===== config.mk =====
export PLATFORM = sky130hd
export DESIGN_NAME = char_lcd_nibble_interface_top_flat
export DESIGN_NICKNAME = d
export VERILOG_FILES = /design/src/rtl/core/lcdn_pkg.sv /design/src/rtl/core/lcdn_if.sv /design/src/rtl/core/char_lcd_nibble_interface_top.sv /design/src/rtl/core/lcdn_front.sv /design/src/rtl/core/lcdn_queue.sv /design/src/rtl/core/lcdn_back.sv /design/src/flat_wrapper.sv
export SDC_FILE = /design/constraint.sdc
export NUM_CORES = 1
export LEC_CHECK = 0
export BUFFER_PORTS_ARGS = -buffer_cell sky130_fd_sc_hd__buf_2
export CAP_MARGIN = 0
export CORE_MARGIN = 3
export CORE_UTILIZATION = 55
export CTS_CLUSTER_DIAMETER = 80
export DETAILED_ROUTE_END_ITERATION = 6
export PLACE_DENSITY_LB_ADDON = 0.3
export SLEW_MARGIN = 20
export SYNTH_ARGS = -nofsm -noshare
export SYNTH_HDL_FRONTEND = slang
export SYNTH_SLANG_ARGS = --single-unit

===== constraint.sdc =====
create_clock -name clock -period 4.5 [get_ports clock]
set_clock_uncertainty 0.2 [all_clocks]
set_input_delay 0.225 -clock clock [delete_from_list [all_inputs] [get_ports clock]]
set_output_delay 0.225 -clock clock [all_outputs]
set_load 0.02 [all_outputs]

===== src/rtl/core/lcdn_pkg.sv =====
// Shared types, codes and step tables for the character LCD nibble interface.
`default_nettype none

package lcdn_pkg;

   // Configuration port
   localparam int CSR_IDX_W  = 2;
   localparam int CSR_DATA_W = 14;
   localparam logic [CSR_IDX_W-1:0] CSR_PULSE_WIDTH = 2'd0;
   localparam logic [CSR_IDX_W-1:0] CSR_SHORT_WAIT  = 2'd1;
   localparam logic [CSR_IDX_W-1:0] CSR_LONG_WAIT   = 2'd2;

   // Request codes
   localparam logic [2:0] CMD_BYTE   = 3'd0;
   localparam logic [2:0] CMD_CHAR   = 3'd1;
   localparam logic [2:0] CMD_CURSOR = 3'd2;
   localparam logic [2:0] CMD_CLEAR  = 3'd3;
   localparam logic [2:0] CMD_INIT   = 3'd4;

   // Fixed command bytes
   localparam logic [7:0] LCD_CMD_CLEAR = 8'h01;
   localparam logic [7:0] LCD_HOME      = 8'h02;
   localparam logic [7:0] LCD_SET_DDRAM = 8'h80;
   localparam logic [7:0] LCD_ROW1_BASE = 8'h40;

   // Hold time selection for one step
   localparam logic [2:0] HK_PULSE      = 3'd0;  // pulse width
   localparam logic [2:0] HK_SHORT      = 3'd1;  // short wait
   localparam logic [2:0] HK_TWO_SHORT  = 3'd2;  // short + short
   localparam logic [2:0] HK_SHORT_LONG = 3'd3;  // short + long
   localparam logic [2:0] HK_SHORT_5000 = 3'd4;  // short + 5000
   localparam logic [2:0] HK_SHORT_200  = 3'd5;  // short + 200
   localparam logic [2:0] HK_IDLE       = 3'd6;  // power-up idle, 50000
   localparam logic [2:0] HK_INIT_CLR   = 3'd7;  // short + long + 2000

   localparam logic [15:0] HOLD_IDLE_US   = 16'd50000;
   localparam logic [15:0] HOLD_5000_US   = 16'd5000;
   localparam logic [15:0] HOLD_200_US    = 16'd200;
   localparam logic [15:0] HOLD_INIT_X_US = 16'd2000;

   localparam logic [4:0] INIT_LAST_STEP = 5'd24;
   localparam logic [1:0] BYTE_LAST_STEP = 2'd3;

   typedef struct packed {
      logic       is_init;
      logic       rs;
      logic [7:0] byte_val;
      logic       long_settle;
   } desc_type;

   typedef struct packed {
      logic [7:0]  pulse_width_us;
      logic [9:0]  short_wait_us;
      logic [13:0] long_wait_us;
   } cfg_type;

   typedef struct packed {
      logic       rs;
      logic       en;
      logic [3:0] nib;
      logic [2:0] kind;
      logic       last;
   } step_type;

   function automatic step_type mk_step(input logic en, input logic [3:0] nib,
                                        input logic [2:0] kind, input logic last);
      step_type s;
      s.rs   = 1'b0;
      s.en   = en;
      s.nib  = nib;
      s.kind = kind;
      s.last = last;
      return s;
   endfunction

   // Power-up sequence, one entry per step
   function automatic step_type init_step(input logic [4:0] idx);
      step_type s;
      case (idx)
         5'd0:  s = mk_step(1'b0, 4'h0, HK_IDLE,       1'b0);
         5'd1:  s = mk_step(1'b1, 4'h3, HK_PULSE,      1'b0);
         5'd2:  s = mk_step(1'b0, 4'h3, HK_SHORT_5000, 1'b0);
         5'd3:  s = mk_step(1'b1, 4'h3, HK_PULSE,      1'b0);
         5'd4:  s = mk_step(1'b0, 4'h3, HK_SHORT_200,  1'b0);
         5'd5:  s = mk_step(1'b1, 4'h3, HK_PULSE,      1'b0);
         5'd6:  s = mk_step(1'b0, 4'h3, HK_SHORT_200,  1'b0);
         5'd7:  s = mk_step(1'b1, 4'h2, HK_PULSE,      1'b0);
         5'd8:  s = mk_step(1'b0, 4'h2, HK_SHORT_200,  1'b0);
         5'd9:  s = mk_step(1'b1, 4'h2, HK_PULSE,      1'b0);
         5'd10: s = mk_step(1'b0, 4'h2, HK_SHORT,      1'b0);
         5'd11: s = mk_step(1'b1, 4'h8, HK_PULSE,      1'b0);
         5'd12: s = mk_step(1'b0, 4'h8, HK_TWO_SHORT,  1'b0);
         5'd13: s = mk_step(1'b1, 4'h0, HK_PULSE,      1'b0);
         5'd14: s = mk_step(1'b0, 4'h0, HK_SHORT,      1'b0);
         5'd15: s = mk_step(1'b1, 4'hC, HK_PULSE,      1'b0);
         5'd16: s = mk_step(1'b0, 4'hC, HK_TWO_SHORT,  1'b0);
         5'd17: s = mk_step(1'b1, 4'h0, HK_PULSE,      1'b0);
         5'd18: s = mk_step(1'b0, 4'h0, HK_SHORT,      1'b0);
         5'd19: s = mk_step(1'b1, 4'h6, HK_PULSE,      1'b0);
         5'd20: s = mk_step(1'b0, 4'h6, HK_TWO_SHORT,  1'b0);
         5'd21: s = mk_step(1'b1, 4'h0, HK_PULSE,      1'b0);
         5'd22: s = mk_step(1'b0, 4'h0, HK_SHORT,      1'b0);
         5'd23: s = mk_step(1'b1, 4'h1, HK_PULSE,      1'b0);
         5'd24: s = mk_step(1'b0, 4'h1, HK_INIT_CLR,   1'b1);
         default: s = mk_step(1'b0, 4'h0, HK_IDLE,     1'b0);
      endcase
      return s;
   endfunction

   // One byte: high nibble first, enable-high then enable-low per nibble
   function automatic step_type byte_step(input desc_type d, input logic [1:0] pos);
      step_type s;
      s.rs  = d.rs;
      s.en  = ~pos[0];
      s.nib = pos[1] ? d.byte_val[3:0] : d.byte_val[7:4];
      if (!pos[0]) begin
         s.kind = HK_PULSE;
      end else if (!pos[1]) begin
         s.kind = HK_SHORT;
      end else begin
         s.kind = d.long_settle ? HK_SHORT_LONG : HK_TWO_SHORT;
      end
      s.last = (pos == BYTE_LAST_STEP);
      return s;
   endfunction

endpackage

`default_nettype wire


===== src/rtl/core/lcdn_if.sv =====
// Request and response channel interfaces of the character LCD nibble interface.
`default_nettype none

interface lcdn_req_if;
   logic       valid;
   logic       ready;
   logic [2:0] cmd;
   logic [7:0] byte_value;
   logic       row;
   logic [5:0] col;

   modport source (output valid, output cmd, output byte_value, output row,
                   output col, input ready);
   modport sink   (input valid, input cmd, input byte_value, input row,
                   input col, output ready);
endinterface

interface lcdn_rsp_if;
   logic        valid;
   logic        ready;
   logic        reg_select;
   logic        enable;
   logic [3:0]  data_nibble;
   logic [15:0] hold_us;
   logic        last;

   modport source (output valid, output reg_select, output enable,
                   output data_nibble, output hold_us, output last, input ready);
   modport sink   (input valid, input reg_select, input enable,
                   input data_nibble, input hold_us, input last, output ready);
endinterface

`default_nettype wire


===== src/rtl/core/char_lcd_nibble_interface_top.sv =====
// Top level of the character LCD 4-bit nibble interface.
// First pin step of a request goes via front, queue, sequencer and output registers.
// Throughput: one pin step per cycle while the response side is ready; a byte request
//   gives 4 steps, power-up init gives 25; other codes give none.
// Requests keep entering through the front register and queue while steps drain.
// Reset (synchronous): clears all handshake and sequencer state, loads the timing
//   registers with pulse 1 us, short wait 50 us, long wait 2000 us.
`default_nettype none

module char_lcd_nibble_interface_top
   import lcdn_pkg::*;
#(
   parameter int QUEUE_DEPTH = 2
) (
   input  wire logic                  clock,
   input  wire logic                  reset,
   lcdn_req_if.sink                   req_ch,
   lcdn_rsp_if.source                 rsp_ch,
   input  wire logic                  csr_we,
   input  wire logic [CSR_IDX_W-1:0]  csr_index,
   input  wire logic [CSR_DATA_W-1:0] csr_wdata
);

   // Timing registers
   logic [7:0]  pulse_ff;
   logic [9:0]  short_ff;
   logic [13:0] long_ff;
   cfg_type     cfg;

   // Front to queue, queue to sequencer
   logic     push_valid, push_ready;
   desc_type push_data;
   logic     pop_valid, pop_ready;
   desc_type pop_data;

   // Take register writes; an index past the list is dropped
   always_ff @(posedge clock) begin
      if (reset) begin
         pulse_ff <= 8'd1;
         short_ff <= 10'd50;
         long_ff  <= 14'd2000;
      end else if (csr_we) begin
         case (csr_index)
            CSR_PULSE_WIDTH: pulse_ff <= csr_wdata[7:0];
            CSR_SHORT_WAIT:  short_ff <= csr_wdata[9:0];
            CSR_LONG_WAIT:   long_ff  <= csr_wdata[13:0];
            default:         pulse_ff <= pulse_ff;
         endcase
      end
   end

   assign cfg.pulse_width_us = pulse_ff;
   assign cfg.short_wait_us  = short_ff;
   assign cfg.long_wait_us   = long_ff;

   // Classify requests and form the byte to send
   lcdn_front u_front (
      .clock      (clock),
      .reset      (reset),
      .req        (req_ch),
      .push_valid (push_valid),
      .push_ready (push_ready),
      .push_data  (push_data)
   );

   // Buffer descriptors so the front keeps accepting while steps go out
   lcdn_queue #(
      .DEPTH (QUEUE_DEPTH)
   ) u_queue (
      .clock      (clock),
      .reset      (reset),
      .push_valid (push_valid),
      .push_ready (push_ready),
      .push_data  (push_data),
      .pop_valid  (pop_valid),
      .pop_ready  (pop_ready),
      .pop_data   (pop_data)
   );

   // Expand each descriptor into timed pin steps
   lcdn_back u_back (
      .clock     (clock),
      .reset     (reset),
      .cfg       (cfg),
      .pop_valid (pop_valid),
      .pop_ready (pop_ready),
      .pop_data  (pop_data),
      .rsp       (rsp_ch)
   );

   // Nothing is offered in the cycle after reset
   assert property (@(posedge clock) $past(reset) |-> !rsp_ch.valid)
      else $error("response valid right after reset");

   // An enable-high step never ends a request
   assert property (@(posedge clock) disable iff (reset)
      rsp_ch.valid && rsp_ch.enable |-> !rsp_ch.last)
      else $error("last flag on an enable-high step");

   // Steps with enable high hold for the pulse width only
   assert property (@(posedge clock) disable iff (reset)
      rsp_ch.valid && rsp_ch.enable && !csr_we && !$past(csr_we)
         |-> rsp_ch.hold_us == {8'b0, pulse_ff})
      else $error("enable-high step hold differs from pulse width");

endmodule

`default_nettype wire


===== src/rtl/core/lcdn_front.sv =====
// Request front end: accept, classify into a byte or power-up descriptor.
`default_nettype none

module lcdn_front
   import lcdn_pkg::*;
(
   input  wire logic  clock,
   input  wire logic  reset,
   lcdn_req_if.sink   req,
   output logic       push_valid,
   input  wire logic  push_ready,
   output desc_type   push_data
);

   logic     valid_ff, valid_in;
   desc_type desc_ff, desc_in;
   logic     accept, known;

   assign req.ready  = !valid_ff || push_ready;
   assign accept     = req.valid && req.ready;
   assign push_valid = valid_ff;
   assign push_data  = desc_ff;

   always_comb begin
      known = req.cmd inside {[CMD_BYTE:CMD_INIT]};
      desc_in.is_init  = 1'b0;
      desc_in.rs       = 1'b0;
      desc_in.byte_val = req.byte_value;
      case (req.cmd)
         CMD_BYTE:   desc_in.byte_val = req.byte_value;
         CMD_CHAR:   desc_in.rs = 1'b1;
         CMD_CURSOR: desc_in.byte_val = LCD_SET_DDRAM |
                        ((req.row ? LCD_ROW1_BASE : 8'h00) + {2'b00, req.col});
         CMD_CLEAR:  desc_in.byte_val = LCD_CMD_CLEAR;
         CMD_INIT:   desc_in.is_init = 1'b1;
         default:    desc_in.is_init = 1'b0;
      endcase
      desc_in.long_settle = !desc_in.rs &&
         (desc_in.byte_val == LCD_CMD_CLEAR || desc_in.byte_val == LCD_HOME);
      // drop undefined codes here
      valid_in = (valid_ff && !push_ready) || (accept && known);
   end

   always_ff @(posedge clock) begin
      if (reset) begin
         valid_ff <= 1'b0;
      end else begin
         valid_ff <= valid_in;
      end
   end

   always_ff @(posedge clock) begin
      if (accept) begin
         desc_ff <= desc_in;
      end
   end

endmodule

`default_nettype wire


===== src/rtl/core/lcdn_queue.sv =====
// Descriptor queue between the front end and the step sequencer.
`default_nettype none

module lcdn_queue
   import lcdn_pkg::*;
#(
   parameter int DEPTH = 2
) (
   input  wire logic      clock,
   input  wire logic      reset,
   input  wire logic      push_valid,
   output logic           push_ready,
   input  wire desc_type  push_data,
   output logic           pop_valid,
   input  wire logic      pop_ready,
   output desc_type       pop_data
);

   localparam int PTR_W = (DEPTH > 1) ? $clog2(DEPTH) : 1;
   localparam int CNT_W = $clog2(DEPTH + 1);
   localparam logic [PTR_W-1:0] PTR_LAST = PTR_W'(DEPTH - 1);
   localparam logic [CNT_W-1:0] CNT_FULL = CNT_W'(DEPTH);

   desc_type         mem [DEPTH];
   logic [PTR_W-1:0] wr_ptr_ff, wr_ptr_in, rd_ptr_ff, rd_ptr_in;
   logic [CNT_W-1:0] count_ff, count_in;
   logic             push, pop;

   assign push_ready = (count_ff != CNT_FULL);
   assign pop_valid  = (count_ff != '0);
   assign pop_data   = mem[rd_ptr_ff];
   assign push       = push_valid && push_ready;
   assign pop        = pop_valid && pop_ready;

   always_comb begin
      wr_ptr_in = wr_ptr_ff;
      rd_ptr_in = rd_ptr_ff;
      count_in  = count_ff;
      if (push) begin
         wr_ptr_in = (wr_ptr_ff == PTR_LAST) ? '0 : PTR_W'(wr_ptr_ff + 1'b1);
      end
      if (pop) begin
         rd_ptr_in = (rd_ptr_ff == PTR_LAST) ? '0 : PTR_W'(rd_ptr_ff + 1'b1);
      end
      if (push && !pop) begin
         count_in = CNT_W'(count_ff + 1'b1);
      end else if (pop && !push) begin
         count_in = CNT_W'(count_ff - 1'b1);
      end
   end

   always_ff @(posedge clock) begin
      if (reset) begin
         wr_ptr_ff <= '0;
         rd_ptr_ff <= '0;
         count_ff  <= '0;
      end else begin
         wr_ptr_ff <= wr_ptr_in;
         rd_ptr_ff <= rd_ptr_in;
         count_ff  <= count_in;
      end
   end

   always_ff @(posedge clock) begin
      if (push) begin
         mem[wr_ptr_ff] <= push_data;
      end
   end

endmodule

`default_nettype wire


===== src/rtl/core/lcdn_back.sv =====
// Step sequencer: expands descriptors into timed pin steps, one per cycle while ready.
`default_nettype none

module lcdn_back
   import lcdn_pkg::*;
(
   input  wire logic      clock,
   input  wire logic      reset,
   input  wire cfg_type   cfg,
   input  wire logic      pop_valid,
   output logic           pop_ready,
   input  wire desc_type  pop_data,
   lcdn_rsp_if.source     rsp
);

   logic        busy_ff, busy_in;
   logic [4:0]  step_ff, step_in;
   desc_type    desc_ff;
   logic        rsp_valid_ff, rsp_valid_in;
   step_type    out_ff, cur;
   logic [15:0] hold_ff, hold;
   logic        advance, final_step, emit, load;
   logic [15:0] sw, lw, pw;

   assign advance    = !rsp_valid_ff || rsp.ready;
   assign emit       = busy_ff && advance;
   assign final_step = desc_ff.is_init ? (step_ff == INIT_LAST_STEP)
                                       : (step_ff[1:0] == BYTE_LAST_STEP);
   assign pop_ready  = !busy_ff || (emit && final_step);
   assign load       = pop_valid && pop_ready;

   assign sw = {6'b0, cfg.short_wait_us};
   assign lw = {2'b0, cfg.long_wait_us};
   assign pw = {8'b0, cfg.pulse_width_us};

   always_comb begin
      cur = desc_ff.is_init ? init_step(step_ff) : byte_step(desc_ff, step_ff[1:0]);
      cur.rs = desc_ff.is_init ? 1'b0 : desc_ff.rs;
      case (cur.kind)
         HK_PULSE:      hold = pw;
         HK_SHORT:      hold = sw;
         HK_TWO_SHORT:  hold = sw + sw;
         HK_SHORT_LONG: hold = sw + lw;
         HK_SHORT_5000: hold = sw + HOLD_5000_US;
         HK_SHORT_200:  hold = sw + HOLD_200_US;
         HK_IDLE:       hold = HOLD_IDLE_US;
         HK_INIT_CLR:   hold = sw + lw + HOLD_INIT_X_US;
         default:       hold = HOLD_IDLE_US;
      endcase

      busy_in = busy_ff;
      step_in = step_ff;
      if (load) begin
         busy_in = 1'b1;
         step_in = '0;
      end else if (emit) begin
         busy_in = !final_step;
         step_in = 5'(step_ff + 5'd1);
      end
      rsp_valid_in = advance ? busy_ff : rsp_valid_ff;
   end

   always_ff @(posedge clock) begin
      if (reset) begin
         busy_ff      <= 1'b0;
         step_ff      <= '0;
         rsp_valid_ff <= 1'b0;
      end else begin
         busy_ff      <= busy_in;
         step_ff      <= step_in;
         rsp_valid_ff <= rsp_valid_in;
      end
   end

   always_ff @(posedge clock) begin
      if (load) begin
         desc_ff <= pop_data;
      end
      if (emit) begin
         out_ff  <= cur;
         hold_ff <= hold;
      end
   end

   assign rsp.valid       = rsp_valid_ff;
   assign rsp.reg_select  = out_ff.rs;
   assign rsp.enable      = out_ff.en;
   assign rsp.data_nibble = out_ff.nib;
   assign rsp.hold_us     = hold_ff;
   assign rsp.last        = out_ff.last;

endmodule

`default_nettype wire


===== src/flat_wrapper.sv =====
// flat-port wrapper written by rule: the top's interface ports become plain ports
module char_lcd_nibble_interface_top_flat import lcdn_pkg::*;
#(
   parameter int QUEUE_DEPTH = 2
)
  (clock, reset, csr_we, csr_index, csr_wdata, req_ch_valid, req_ch_cmd, req_ch_byte_value, req_ch_row, req_ch_col, req_ch_ready, rsp_ch_valid, rsp_ch_reg_select, rsp_ch_enable, rsp_ch_data_nibble, rsp_ch_hold_us, rsp_ch_last, rsp_ch_ready);
  lcdn_req_if req_ch_i ();
  lcdn_rsp_if rsp_ch_i ();
  input  wire logic clock;
  input  wire logic reset;
  input  wire logic csr_we;
  input  wire logic [CSR_IDX_W-1:0] csr_index;
  input  wire logic [CSR_DATA_W-1:0] csr_wdata;
  input wire logic [$bits(req_ch_i.valid)-1:0] req_ch_valid;
  input wire logic [$bits(req_ch_i.cmd)-1:0] req_ch_cmd;
  input wire logic [$bits(req_ch_i.byte_value)-1:0] req_ch_byte_value;
  input wire logic [$bits(req_ch_i.row)-1:0] req_ch_row;
  input wire logic [$bits(req_ch_i.col)-1:0] req_ch_col;
  output wire logic [$bits(req_ch_i.ready)-1:0] req_ch_ready;
  output wire logic [$bits(rsp_ch_i.valid)-1:0] rsp_ch_valid;
  output wire logic [$bits(rsp_ch_i.reg_select)-1:0] rsp_ch_reg_select;
  output wire logic [$bits(rsp_ch_i.enable)-1:0] rsp_ch_enable;
  output wire logic [$bits(rsp_ch_i.data_nibble)-1:0] rsp_ch_data_nibble;
  output wire logic [$bits(rsp_ch_i.hold_us)-1:0] rsp_ch_hold_us;
  output wire logic [$bits(rsp_ch_i.last)-1:0] rsp_ch_last;
  input wire logic [$bits(rsp_ch_i.ready)-1:0] rsp_ch_ready;
  assign req_ch_i.valid = req_ch_valid;
  assign req_ch_i.cmd = req_ch_cmd;
  assign req_ch_i.byte_value = req_ch_byte_value;
  assign req_ch_i.row = req_ch_row;
  assign req_ch_i.col = req_ch_col;
  assign req_ch_ready = req_ch_i.ready;
  assign rsp_ch_valid = rsp_ch_i.valid;
  assign rsp_ch_reg_select = rsp_ch_i.reg_select;
  assign rsp_ch_enable = rsp_ch_i.enable;
  assign rsp_ch_data_nibble = rsp_ch_i.data_nibble;
  assign rsp_ch_hold_us = rsp_ch_i.hold_us;
  assign rsp_ch_last = rsp_ch_i.last;
  assign rsp_ch_i.ready = rsp_ch_ready;
  char_lcd_nibble_interface_top #(.QUEUE_DEPTH(QUEUE_DEPTH)) u_core (.clock(clock), .reset(reset), .req_ch(req_ch_i), .rsp_ch(rsp_ch_i), .csr_we(csr_we), .csr_index(csr_index), .csr_wdata(csr_wdata));
endmodule

Word level (Yosys, flattened, before mapping)
Memories as Yosys holds them, arrays and structs flattened. A register that Yosys moved wholly into a read port is not among the register bits.
Cells that the tools add are included.
- add/subtract/negate cells: 11
- $lt $le $gt $ge: 2
- equality and inequality tests: 18
- mux-type cells: 21
- bitwise operators: 1
- reduce and logical (&&, ||, !) cells: 33
- operators by type and width (operator ; count):
    16-bit case mux with 8 select lines ; 1
    15-bit by 11-bit adder with 16-bit output, second input constant ; 1
    8-bit case mux with 2 select lines ; 1
    10-bit by 14-bit adder with 15-bit output ; 1
    3-bit == test, second input constant ; 5
    10-bit by 13-bit adder with 14-bit output, second input constant ; 1
    3-bit by 2-bit == test with 1-bit output, second input constant ; 4
    10-bit by 10-bit adder with 11-bit output ; 1
    10-bit by 8-bit adder with 11-bit output, second input constant ; 1
    1-bit logical AND ; 11
    1-bit 2-to-1 mux ; 10
    5-bit 2-to-1 mux ; 2
    9-bit 2-to-1 mux ; 1
    8-bit by 1-bit == test with 1-bit output, second input constant ; 1
    8-bit by 2-bit == test with 1-bit output, second input constant ; 1
    1-bit zero test ; 8
    2-bit 2-to-1 mux ; 4
    7-bit by 6-bit adder with 7-bit output ; 1
    7-bit 2-to-1 mux ; 1
    3-bit by 1-bit == test with 1-bit output, second input constant ; 2
    2-bit AND reduction ; 3
    2-bit nonzero test ; 3
    5-bit by 1-bit adder with 5-bit output, second input constant ; 1
    5-bit == test, second input constant ; 1
    other kinds (14) ; 20
- register bits after elaboration: 78
- memory bits (writable): 22
- bits in read-only memories: 288
- input bits: 39
- logic and storage cells: 107
- memories: 2
- memory list (name ; words ; width ; rd ports ; clocked after Yosys merged registers in ; write ports ; line ; text):
    (no name shown) ; 32 ; 9 ; 1 ; 1 ; 0 ; lcdn_pkg.sv:79 ; case (idx)
    u_core.u_queue.mem ; 2 ; 11 ; 1 ; 1 ; 1 ; lcdn_queue.sv:24 ; desc_type mem [DEPTH];

Longest topological paths before layout
Gate-level depths: netlist of run 1.
- word-level depth: 9
- mapped depth: 17
- mapped depth without buffers: 14

By module
From an unflattened synthesis of run 1, not the netlist that was laid out.
- cell total of the unflattened synthesis: 644
- area, all modules: 6513.7 um2
- modules (own cells, without submodules) (module ; times used ; cells each ; area each (um2) ; sequential area each (um2)):
    lcdn_back ; 1 ; 396 ; 3540.9 ; 1341.3
    char_lcd_nibble_interface_top ; 1 ; 132 ; 1331.3 ; 640.6
    lcdn_queue ; 1 ; 58 ; 1012.2 ; 760.7
    lcdn_front ; 1 ; 58 ; 629.4 ; 350.3

Worst setup path before layout of run 1
OpenSTA, ideal clock, no wires.
- path kind: register -> register
- start point: register u_core.u_back.step_ff[1]
- end point: register (tool-made name)
- setup time: 0.075 ns
- data arrival time: 3.124 ns
- data required time: 4.225 ns
- path slack: 1.101 ns
- stages on the path, launching flop included: 18
- buffers on the path: 3
- period minus slack after synthesis: 3.399 ns
- cells stage by stage: dfxtp_1 -> clkbuf_1 -> inv_1 -> ha_1 -> nand4_1 -> o21a_1 -> o21ai_0 -> o21a_1 -> or2_2 -> clkbuf_1 -> clkbuf_1 -> nor2_1 -> inv_1 -> ha_1 -> nand2b_1 -> nor3_1 -> a31oi_1 -> o22ai_1
- RTL lines (element ; line ; text):
    start: declaration ; lcdn_back.sv:17 ; logic [4:0] step_ff, step_in;
    start signal: assignment ; lcdn_back.sv:70 ; step_ff <= step_in;

==> results of run 1 <==
==> flip-flops by register name (all words and copies together), names as in the netlist, 2 cells and up, named ones only <==
register,cells
u_core.u_back.rsp.data_nibble,4
u_core.u_queue.count_ff,2
u_core.u_back.rsp.hold_us,16
u_core.u_back.desc_ff,11
u_core.u_queue.mem,22
u_core.u_back.step_ff,5
u_core.u_front.push_data,11
u_core.long_ff,14
u_core.pulse_ff,8
u_core.short_ff,10
==> layout by cell type (no fill, tap or decap), drive strengths merged, types with 4 or more instances in the layout <==
master | Yosys | routed
a211o | 4 | 4
a211oi | 7 | 7
a21o | 4 | 4
a21oi | 46 | 46
a31oi | 8 | 8
and2 | 9 | 9
and3 | 7 | 7
buf | 9 | 68
clkbuf | 24 | 19
clkinvlp | 0 | 4
dfxtp | 53 | 53
dlygate4sd3 | 0 | 27
edfxtp | 67 | 67
ha | 18 | 18
inv | 14 | 18
mux2 | 11 | 11
mux2i | 14 | 14
nand2 | 91 | 91
nand2b | 14 | 14
nand3 | 7 | 7
nand3b | 12 | 12
nand4 | 6 | 6
nor2 | 49 | 49
nor2b | 5 | 5
nor3 | 7 | 7
nor3b | 5 | 5
nor4 | 5 | 5
o211ai | 8 | 8
o21a | 7 | 7
o21ai | 50 | 50
o22ai | 6 | 6
o31ai | 4 | 4
or3 | 5 | 5
xnor2 | 14 | 14
xor2 | 12 | 12
==> stage by stage <==
step / worst slack (ns) / total power (uW) / area [sq um] / instances
6_report: 1.02 / 4050 / 7500 / 875
4_1_cts: 1.04 / 4050 / 7500 / 875
2_1_floorplan: 1.10 / 2370 / 6280 / 641
5_1_grt: 0.663 / 4250 / 7500 / 875
3_5_place_dp: 1.09 / 2680 / 6650 / 816
3_3_place_gp: 1.24 / 2640 / 6650 / 816
==> worst paths after layout <==
check / startpoint / end / cells past startpoint
worst min register to register: u_core.u_front.push_data[1]$_DFFE_PP_ / u_core.u_queue.mem[1][1]$_DFFE_PP_ / 0
worst min-delay path: req_ch_col[5] / u_core.u_front.push_data[6]$_DFFE_PP_ / 3
worst max register to register: u_core.u_back.desc_ff[10]$_DFFE_PP_ / flip-flop / 13
worst max-delay path: u_core.u_back.desc_ff[10]$_DFFE_PP_ / flip-flop / 13
==> layer usage <==
metal | routed length [um] | global-route usage, %
met1 | 6400 | 31.5
met2 | 7050 | 38.7
met3 | 973 | 5.78
met4 | 311 | 9.29
met5 | 0 | 0
==> cell type report <==
type	count	area [sq um]	share of cell area [%]
repair buffers	95	623	8.31
clock buffers	19	433	5.77
inverters	14	52.6	0.701
well taps	140	175	2.34
multi-input cells	474	3000	40.0
flip-flops and latches	120	3070	41.0
clock inverters	13	144	1.92
==> power by group <==
group	internal, uW	switching [uW]
Clock	819	520
Combinational	430	742
Sequential	1420	117
Total	2670	1380
==> critical path, cell delays in order (launching register included) <==
cell and delay (ns):
edfxtp_1 0.62, nand2b_1 0.31, o21a_1 0.13, o21ai_0 0.24
o21a_1 0.17, buf_4 0.21, or2_2 0.33, nor2_1 0.13
inv_1 0.11, ha_1 0.32, nand2b_1 0.15, nor3_1 0.25
a31oi_1 0.06, o22ai_1 0.17
==> kinds of logic after synthesis <==
logic type,after synthesis,share of synthesized area [%]
XOR/XNOR,26,3.62
buffers and inverters,47,3.36
AND/OR/NAND/NOR,235,18.8
AO/OA/AOI/OAI,169,17.2
adder cells (fa/ha/maj),19,3.90
flip-flops,120,48.9
multiplexers,25,4.20
==> metrics.md, run 1 <==
| Metric | Value |
|---|---|
| Outcome | completed |
| Clock sink total | 120 |
| HPWL Detailed | 9.79 mm |
| CTS Buffer Depth | 2 |
| Largest net degree at the start of global routing | 42 |
| Final worst path period share | 77.4% |
| Lkg Pwr | 0.00289 uW |
| # IOs | 64 |
| Setup slack, reg-to-reg | 1.02 ns |
| Most instantiated library cell after synthesis | nand2_1 |
| Reg clk slew, reported paths | 0.06 ns |
| Synth cell types | 72 |
| Core area | 0.0110 sq mm |
| Pwr dens | 540 mW/mm^2 |
| Post-cts sizing count | 0 |
| Initial antenna violation count | 0 |
| Warnings from Yosys | 0 |
| H-tree depth reported by CTS | 4 |
| Syn Nets | 699 |
| GRT Util Overall | 24.0% |
| Crit end category | flip-flop |
| First-pass GRT wire length | 24.3 mm |
| Row cnt | 38 |
| Die ar. | 0.0127 sq mm |
| Die X-Extent | 113 um |
| Initial core utilization | 57.2% |
| Iter 0 DRT Violations | 428 |
| CP required | 4.65 ns |
| Vias | 5178 |
| Setup Crit Path Kind | flip-flop to flip-flop |
| Post-synth top area cell | edfxtp_1 |
| Startpoint types | flip-flop |
| Area growth, synth to finish | 19.4% |
| Post-CTS setup buffers | 0 |
| Routed wire length | 14.7 mm |
| Setup TNS | 0 ns |
| Slew Viols, Final | 0 |
| Maxcap violations | 0 |
| Slew of the pin with the lowest slew margin | 0.960 ns |
| Crit path DAT | 3.63 ns |
| DRC errors left | 0 |
| Worst IR Drop VDD | 0.000367 V |
| Root Buffer | clkbuf_16 |
| FFs w/ async S/R, synth | 0% |
| Seq/Total Area, Yosys | 48.9% |
| RSZ-0062 raised after global routing | false |
| Port bufs | 63 |
| Cts-stage hold buffer count | 27 |
| Vias in the first global route | 4976 |
| Filler Cell Count | 834 |
| Die Y | 113 um |
| Slew HR | 35.8% |
| Post-Synthesis Cells | 641 |
| Post-synth EDFFs | 67 |
| DRT Pass-1 Iters | 5 |
| Min Tclk post-route | 3.48 ns |
| Antenna-violating nets left | 0 |
| Worst hold slack | 0.0315 ns |
| Synth cell count leaders | nand2_1 (89), edfxtp_1 (67), dfxtp_1 (53), o21ai_0 (50), nor2_1 (49) |
| Hold/Removal Path Class | input pin to flip-flop |
| Netlist Area Pre-Place | 0.00628 sq mm |
| Syn_area_per_cell | 9.80 sq um |
| Final Hold Vio Count | 0 |
| Finished Core Util | 68.3% |
| Global route overflow | 0 |
| ANT cells | 0 |
| Final setup vio count | 0 |
| Vias per Instance | 5.92 |
| CTS tree | built |
| Total CTS buffers | 17 |
| Share of layout cells above drive strength 1 | 17.0% |
| Fin nets | 780 |
| Highest Clock Rate | 0.287 GHz |
| Critical path fanouts, max | 20 |
| Top FF cell, synth | edfxtp_1 |
| Largest cells by area after synthesis | edfxtp_1 (32%), dfxtp_1 (17%), nand2_1 (5.3%) |
| Synth top area share | 32.0% |
| DR WL/cell | 16.8 um |
| Final Wtd Congestion | 0.910 |
| Later-pin clock latency in the skew report | 0.43 ns |
| Register bit count reported by yosys | 120 |
Power figures use the tool's default switching activity.
==> run 2: changes to the inputs <==
==> constraint.sdc (replaced) <==
create_clock -name clock -period 3.4 [get_ports clock]
set_clock_uncertainty 0.2 [all_clocks]
set_input_delay 0.17 -clock clock [delete_from_list [all_inputs] [get_ports clock]]
set_output_delay 0.17 -clock clock [all_outputs]
set_load 0.02 [all_outputs]
==> metrics.md, run 2 (synthesized netlist as in run 1, its figures left out) <==
| Metric | Value |
|---|---|
| Final worst path period share | 96.1% (+19 points) |
| Crit end category | flip-flop |
| CTS tree | built |
| DRC errors left | 0 (unchanged) |
| HPWL Detailed | 10.4 mm (+6.0%) |
| Slew Viols, Final | 0 (unchanged) |
| Core area | 0.0110 sq mm (unchanged) |
| Setup slack, reg-to-reg | 0.13 ns (-0.89 ns) |
| H-tree depth reported by CTS | 4 (unchanged) |
| ANT cells | 0 (unchanged) |
| Register with the most flip-flops | u_core.u_queue.mem |
| Final Wtd Congestion | 0.916 (+0.71%) |
| Crit path DAT | 3.24 ns (-0.39 ns) |
| Most common cell after layout, fill and taps aside | nand2_1 |
| Hold path startpoint | reset |
| Initial core utilization | 57.2% (unchanged) |
| Worst r2r dst | u_core.u_back.rsp.hold_us[14]$_DFFE_PP_ |
| Vias | 5322 (+2.8%) |
| Routed wire length | 15.5 mm (+5.5%) |
| Later-pin clock latency in the skew report | 0.43 ns (about the same) |
| Fin nets | 801 (+2.7%) |
| CTS Buffer Depth | 2 (unchanged) |
| Worst stage delay on the critical path | 0.43 ns (-0.19 ns) |
| Reg clk slew, reported paths | 0.06 ns (about the same) |
| CP required | 3.37 ns (-1.28 ns) |
| Commonest non-fill, non-tap cells in the layout | nand2_1 (89), edfxtp_1 (67), buf_2 (63), dfxtp_1 (52) |
| Lkg Pwr | 0.00302 uW (+4.7%) |
| RSZ-0062 raised after global routing | false |
| Filler Cell Count | 820 (-1.7%) |
| Total CTS buffers | 17 (unchanged) |
| Worst path top cell family by delay | compound AO/OA/AOI/OAI gates |
| Antenna-violating nets left | 0 (unchanged) |
| R2R depth | 9 (-4) |
| Area growth, synth to finish | 22.9% |
| Row cnt | 38 (unchanged) |
| Worst slack at placement | 0.118 ns (-0.976 ns) |
| Final setup vio count | 0 (unchanged) |
| Area occupied by multi-input gates | 0.00301 sq mm (+0.29%) |
| Largest net degree at the start of global routing | 41 (-2.4%) |
| Hold depth | 3 (unchanged) |
| Startpoint types | flip-flop |
| Final instance area | 0.00772 sq mm (+3.0%) |
| Hold/Removal Path Class | input pin to flip-flop |
| Die ar. | 0.0127 sq mm (unchanged) |
| Crit Reg-Reg Startpoint | u_core.short_ff[0]$_SDFFE_PP0P_ |
| GRT Util Overall | 25.3% (+1.3 points) |
| Final Hold Vio Count | 0 (unchanged) |
| Share of layout cells above drive strength 1 | 19.2% (+2.2 points) |
| PnR worst setup slack | 0.131 ns (-0.888 ns) |
| WHS Endpoint | u_core.u_back.step_ff[4]$_SDFFE_PP0P_ |
| DRT Pass-1 Iters | 5 (unchanged) |
| Slew of the pin with the lowest slew margin | 0.875 ns (-0.0853 ns) |
| Port bufs | 63 (unchanged) |
| Die Y | 113 um (unchanged) |
| Finished Core Util | 70.3% (+2.0 points) |
| Vias in the first global route | 5167 (+3.8%) |
| CP bufs+invs | 0 (-2) |
| Vias per Instance | 5.94 (+0.37%) |
| Largest register FFs | 22 (unchanged) |
| Outcome | completed |
| Pwr dens | 716 mW/mm^2 (+33%) |
| Crit path max-delay cell type | fa_1 |
| Crit path cell chain | ha_1 -> fa_1 -> a211o_2 -> and3_1 -> o2111ai_1 -> o311ai_4 -> nor4_2 -> nor2_1 -> a41o_1 |
| Setup TNS | 0 ns (unchanged) |
| Worst IR Drop VDD | 0.000694 V (+89%) |
| Post-DP Area | 0.00674 sq mm (+1.4%) |
| Min Tclk post-route | 3.27 ns (-0.212 ns) |
| Global route overflow | 0 (unchanged) |
| Highest Clock Rate | 0.306 GHz (+6.5%) |
| # IOs | 64 (unchanged) |
| Slew HR | 41.4% (+5.7 points) |
| Clock sink total | 120 (unchanged) |
| Iter 0 DRT Violations | 463 (+8.2%) |
| Critical path fanouts, max | 5 (-75%) |
| Initial antenna violation count | 0 (unchanged) |
| Root Buffer | clkbuf_16 |
| First-pass GRT wire length | 25.5 mm (+4.7%) |
| DR WL/cell | 17.4 um (+3.0%) |
| Reg area | 0.00307 sq mm (about the same) |
| Maxcap violations | 0 (unchanged) |
| Die X-Extent | 113 um (unchanged) |
| Setup Crit Path Kind | flip-flop to flip-flop |
| Worst hold slack | 0.0302 ns (-0.00129 ns) |
## run 2: cell type report
type	instances	area share (%)
clock inverters	12	1.64
flip-flops and latches	120	39.8
well taps	140	2.27
clock buffers	20	6.34
multi-input cells	474	39.0
inverters	14	0.680
repair buffers	116	10.3
## run 2: layer usage
metal | share of wire (%) | track usage, % | up-vias
li1 | - | - | 2548
met1 | 43 | 33.5 | 2526
met2 | 48 | 40.6 | 226
met3 | 6.9 | 6.68 | 22
met4 | 1.6 | 8.65 | 0
met5 | 0 | 0 | -
## run 2: worst min-delay path, delay by kind of cell
kind / cells / cell delay (ns)
AND/OR/NAND/NOR: 2 / 0.34
buffers and inverters: 1 / 0.10
## run 2: stage by stage
stage                     instances  total power (uW)
after floorplan                 641              3140
after global placement          828              3540
after detailed placement        828              3600
after CTS                       893              5490
after global routing            896              5810
final                           896              5530
## run 2: report_power, final
| part | internal [uW] | switching, uW | total, uW | leakage (uW) |
|---|---|---|---|---|
| Sequential | 1880 | 142 | 2020 | 0.00107 |
| Combinational | 629 | 1030 | 1660 | 0.00165 |
| Clock | 1130 | 711 | 1840 | 0.000305 |
## run 2: how the worst max path moves through the flow
stage	end	slack (ns)	startpoint	cells past startpoint
floorplan	flip-flop	0.0008	u_core.u_back.step_ff[1]$_SDFFE_PP0P_	17
global placement	u_core.u_back.rsp.hold_us[14]$_DFFE_PP_	0.21	u_core.short_ff[0]$_SDFFE_PP0P_	9
detailed placement	u_core.u_back.rsp.hold_us[14]$_DFFE_PP_	0.12	u_core.short_ff[0]$_SDFFE_PP0P_	9
CTS	u_core.u_back.rsp.hold_us[14]$_DFFE_PP_	0.04	u_core.short_ff[0]$_SDFFE_PP0P_	9
global route	u_core.u_back.rsp.hold_us[14]$_DFFE_PP_	0.03	u_core.short_ff[0]$_SDFFE_PP0P_	9
finish	u_core.u_back.rsp.hold_us[14]$_DFFE_PP_	0.13	u_core.short_ff[0]$_SDFFE_PP0P_	9
## run 2: timing repair
| action | CTS | global route |
|---|---|---|
| endpoints found under the hold margin | 45 | 0 |
| setup buffers | 0 | 3 |
| resized for setup | 0 | 4 |
| hold buffers | 33 | 0 |
| setup endpoints to repair | 0 | 10 |
==> run 3: changes to the inputs <==
--- a/config.mk
+++ b/config.mk
@@ -9,10 +9,12 @@
 export CAP_MARGIN = 0
 export CORE_MARGIN = 3
 export CORE_UTILIZATION = 55
+export CTS_BUF_LIST = sky130_fd_sc_hd__clkbuf_8
 export CTS_CLUSTER_DIAMETER = 80
 export DETAILED_ROUTE_END_ITERATION = 6
 export PLACE_DENSITY_LB_ADDON = 0.3
 export SLEW_MARGIN = 20
 export SYNTH_ARGS = -nofsm -noshare
 export SYNTH_HDL_FRONTEND = slang
+export SYNTH_HIERARCHICAL = 1
 export SYNTH_SLANG_ARGS = --single-unit
==> metrics.md, run 3 <==
| Metric | Value |
|---|---|
| Warnings from Yosys | 6 (+6) |
| Highest Clock Rate | 0.310 GHz (+1.5%) |
| Outcome | completed |
| R2R depth | 11 (+2) |
| Register bit count reported by yosys | 121 (+0.83%) |
| Commonest non-fill, non-tap cells in the layout | nor2_1 (67), edfxtp_1 (67), buf_2 (63), dfxtp_1 (54), nand2b_1 (53) |
| CP required | 3.36 ns (about the same) |
| Lkg Pwr | 0.00308 uW (+2.1%) |
| Later-pin clock latency in the skew report | 0.42 ns (about the same) |
| RSZ-0062 raised after global routing | false |
| HPWL Detailed | 9.95 mm (-4.0%) |
| FFs w/ async S/R, synth | 0% (unchanged) |
| Pwr dens | 644 mW/mm^2 (-10%) |
| Slew Viols, Final | 0 (unchanged) |
| Final setup vio count | 0 (unchanged) |
| Largest net degree at the start of global routing | 63 (+54%) |
| Largest register FFs | 22 (unchanged) |
| Worst stage delay on the critical path | 0.47 ns (+0.04 ns) |
| Clock power share | 26.0% (-7.4 points) |
| Largest cells by area after synthesis | edfxtp_1 (31%), dfxtp_1 (17%), mux2i_1 (6.1%) |
| Finished Core Util | 66.9% (-3.5 points) |
| Clock sink total | 121 (+0.83%) |
| Hold path startpoint | req_ch_cmd[1] |
| Root Buffer | clkbuf_8 |
| Post-synth EDFFs | 67 (unchanged) |
| Routed wire length | 14.1 mm (-9.2%) |
| Fin nets | 803 (+0.25%) |
| DRT Pass-1 Iters | 5 (unchanged) |
| Syn_area_per_cell | 10.1 sq um (+3.2%) |
| Setup Crit Path Kind | flip-flop to flip-flop |
| Hold depth | 3 (unchanged) |
| Maxcap violations | 0 (unchanged) |
| Share of layout cells above drive strength 1 | 19.3% (+0.081 points) |
| Critical path fanouts, max | 5 (unchanged) |
| Row cnt | 39 (+2.6%) |
| Worst r2r dst | u_core/u_back/rsp.hold_us[9]$_DFFE_PP_ |
| Part of the power in registers | 40.9% (+4.3 points) |
| Seq/Total Area, Yosys | 47.5% (-1.4 points) |
| Synth cell types | 77 (+6.9%) |
| Post-Synthesis Cells | 644 (+0.47%) |
| CTS tree | built |
| Worst IR Drop VDD | 0.000313 V (-55%) |
| Initial antenna violation count | 0 (unchanged) |
| Crit end category | flip-flop |
| Syn Nets | 702 (+0.43%) |
| CTS Buffer Depth | 2 (unchanged) |
| Post-synth top area cell | edfxtp_1 |
| Global route overflow | 0 (unchanged) |
| Min Tclk post-route | 3.22 ns (-0.0468 ns) |
| Slew HR | 53.3% (+12 points) |
| Hold/Removal Path Class | input pin to flip-flop |
| Core area | 0.0115 sq mm (+4.9%) |
| Vias per Instance | 5.61 (-5.6%) |
| WHS Endpoint | u_core/u_front/push_data[10]$_DFFE_PP_ |
| Area growth, synth to finish | 18.2% |
| Netlist Area Pre-Place | 0.00651 sq mm (+3.6%) |
| Startpoint types | flip-flop |
| Setup slack, reg-to-reg | 0.18 ns (+0.05 ns) |
| ANT cells | 0 (unchanged) |
| Crit path max-delay cell type | or4b_1 |
| Combinational Power Share | 33.1% (+3.1 points) |
| First-pass GRT wire length | 22.8 mm (-10%) |
| Synth cell count leaders | edfxtp_1 (67), nor2_1 (67), dfxtp_1 (54), nand2b_1 (53), nand2_1 (49) |
| Crit path DAT | 3.19 ns (-0.05 ns) |
| # IOs | 64 (unchanged) |
| Final Wtd Congestion | 0.888 (-3.1%) |
| Synth top area share | 30.9% (-1.1 points) |
| Top FF cell, synth | edfxtp_1 |
| Vias in the first global route | 4711 (-8.8%) |
| Antenna-violating nets left | 0 (unchanged) |
| Slew of the pin with the lowest slew margin | 0.701 ns (-0.174 ns) |
| Die Y | 115 um (+1.7%) |
| Crit path cell chain | ha_1 -> inv_1 -> fa_1 -> nand2b_1 -> a21o_1 -> a21boi_2 -> nor2_1 -> a211oi_2 -> or4b_1 -> xor2_1 -> o221ai_2 |
| Reg clk slew, reported paths | 0.08 ns (+0.02 ns) |
| DR WL/cell | 15.7 um (-9.7%) |
| Final worst path period share | 94.8% (-1.4 points) |
| Net Sw Frac | 35.7% (+1.6 points) |
| Setup TNS | 0 ns (unchanged) |
| Iter 0 DRT Violations | 363 (-22%) |
| Initial core utilization | 56.6% (-0.66 points) |
| GRT Util Overall | 21.8% (-3.5 points) |
| H-tree depth reported by CTS | 4 (unchanged) |
| Total CTS buffers | 17 (unchanged) |
| Port bufs | 63 (unchanged) |
| Internal power | 3190 uW (-12%) |
| Final Hold Vio Count | 0 (unchanged) |
| Register with the most flip-flops | u_core/u_queue/mem |
| Die X-Extent | 115 um (+1.7%) |
| Switching power | 1770 uW (-6.1%) |
| Crit Reg-Reg Startpoint | u_core/short_ff[0]$_SDFFE_PP0P_ |
| DRC errors left | 0 (unchanged) |
| Vias | 5052 (-5.1%) |
| Die ar. | 0.0132 sq mm (+3.4%) |
[run 3: cell types whose count changed in the layout (fill, tap and decap cells not counted), moves of 7 or more]
cell	before	now
buf_4	20	13
clkbuf_8	1	17
nand2_1	89	49
nand3b_1	12	3
mux2i_1	14	40
nand2b_1	14	53
nor2_1	49	67
o21a_1	7	0
o21ai_0	49	37
inv_1	14	23
clkbuf_16	19	0
[run 3: final cells by class]
cell class	count	area [sq um]
Tap cell	143	179
Multi-Input combinational cell	470	3170
Timing Repair Buffer	111	763
Sequential cell	121	3090
Clock inverter	15	168
Fill cell	883	3820
Inverter	24	90.1
Clock buffer	17	234
[run 3: worst max-delay path, delay by kind of cell (launching register included)]
kind / cells / cell delay, ns
xor gates and xnor gates: 1 / 0.20
and+or+nand+nor: 3 / 0.77
DFF: 1 / 0.39
AOI/OAI and AO/OA: 4 / 0.76
buffers and inverters: 1 / 0.06
adders and majority gates: 2 / 0.59
[run 3: stage by stage]
stage                     power (uW)  area, sq um  instances  setup slack [ns]  hold slack [ns]
after CTS                       4970         7690        901            0.0202          0.00450
after global routing            5230         7700        901            0.0373           0.0366
after floorplan                 3220         6510        644             0.377           0.0391
after detailed placement        3640         6940        834            0.0339            0.234
after global placement          3590         6940        834             0.220            0.225
final                           4960         7700        901             0.178           0.0355
[run 3: worst max path at each step]
stage | slack [ns] | from | endpoint
final | 0.18 | u_core/short_ff[0]$_SDFFE_PP0P_ | u_core/u_back/rsp.hold_us[9]$_DFFE_PP_
after global routing | 0.04 | u_core/short_ff[4]$_SDFFE_PP1P_ | u_core/u_back/rsp.hold_us[12]$_DFFE_PP_
after CTS | 0.02 | u_core/short_ff[0]$_SDFFE_PP0P_ | u_core/u_back/rsp.hold_us[9]$_DFFE_PP_
after detailed placement | 0.03 | u_core/short_ff[0]$_SDFFE_PP0P_ | u_core/u_back/rsp.hold_us[9]$_DFFE_PP_
after global placement | 0.22 | u_core/short_ff[0]$_SDFFE_PP0P_ | u_core/u_back/rsp.hold_us[9]$_DFFE_PP_
after floorplan | 0.38 | u_core/short_ff[0]$_SDFFE_PP0P_ | u_core/u_back/rsp.hold_us[9]$_DFFE_PP_
[run 3: what timing repair did]
item | CTS | global route
setup buffers | 0 | 0
setup endpoints to repair | 0 | 2
hold buffers | 35 | 0
resized for setup | 0 | 2
endpoints found under the hold margin | 45 | 0
[run 3: cell families (layout without fill, tap and decap cells)]
group	Yosys count	in the layout	synth area share (%)
buffers and inverters	53	167	3.88
xor gates and xnor gates	29	29	4.01
and+or+nand+nor	230	230	18.3
muxes	53	53	8.51
AOI/OAI and AO/OA	139	139	14.0
DFF	121	121	47.5
adders and majority gates	19	19	3.76
[run 3: power by group through the flow]
| stage | registers, uW | logic [uW] | clock network [uW] |
|---|---|---|---|
| final | 2030 | 1640 | 1290 |
| after floorplan | 2130 | 1090 | 0 |
| after detailed placement | 2060 | 1580 | 0 |
| after global placement | 2050 | 1540 | 0 |
| after global routing | 2060 | 1800 | 1380 |
| after CTS | 2030 | 1620 | 1320 |
[run 3: routing by layer]
metal  part of all wire (%)  GRT usage (%)  wire [um]
met1                     47           30.8       6670
met2                     46           33.9       6460
met3                    5.9           5.11        838
met4                    1.0           6.26        141
met5                      0              0          0
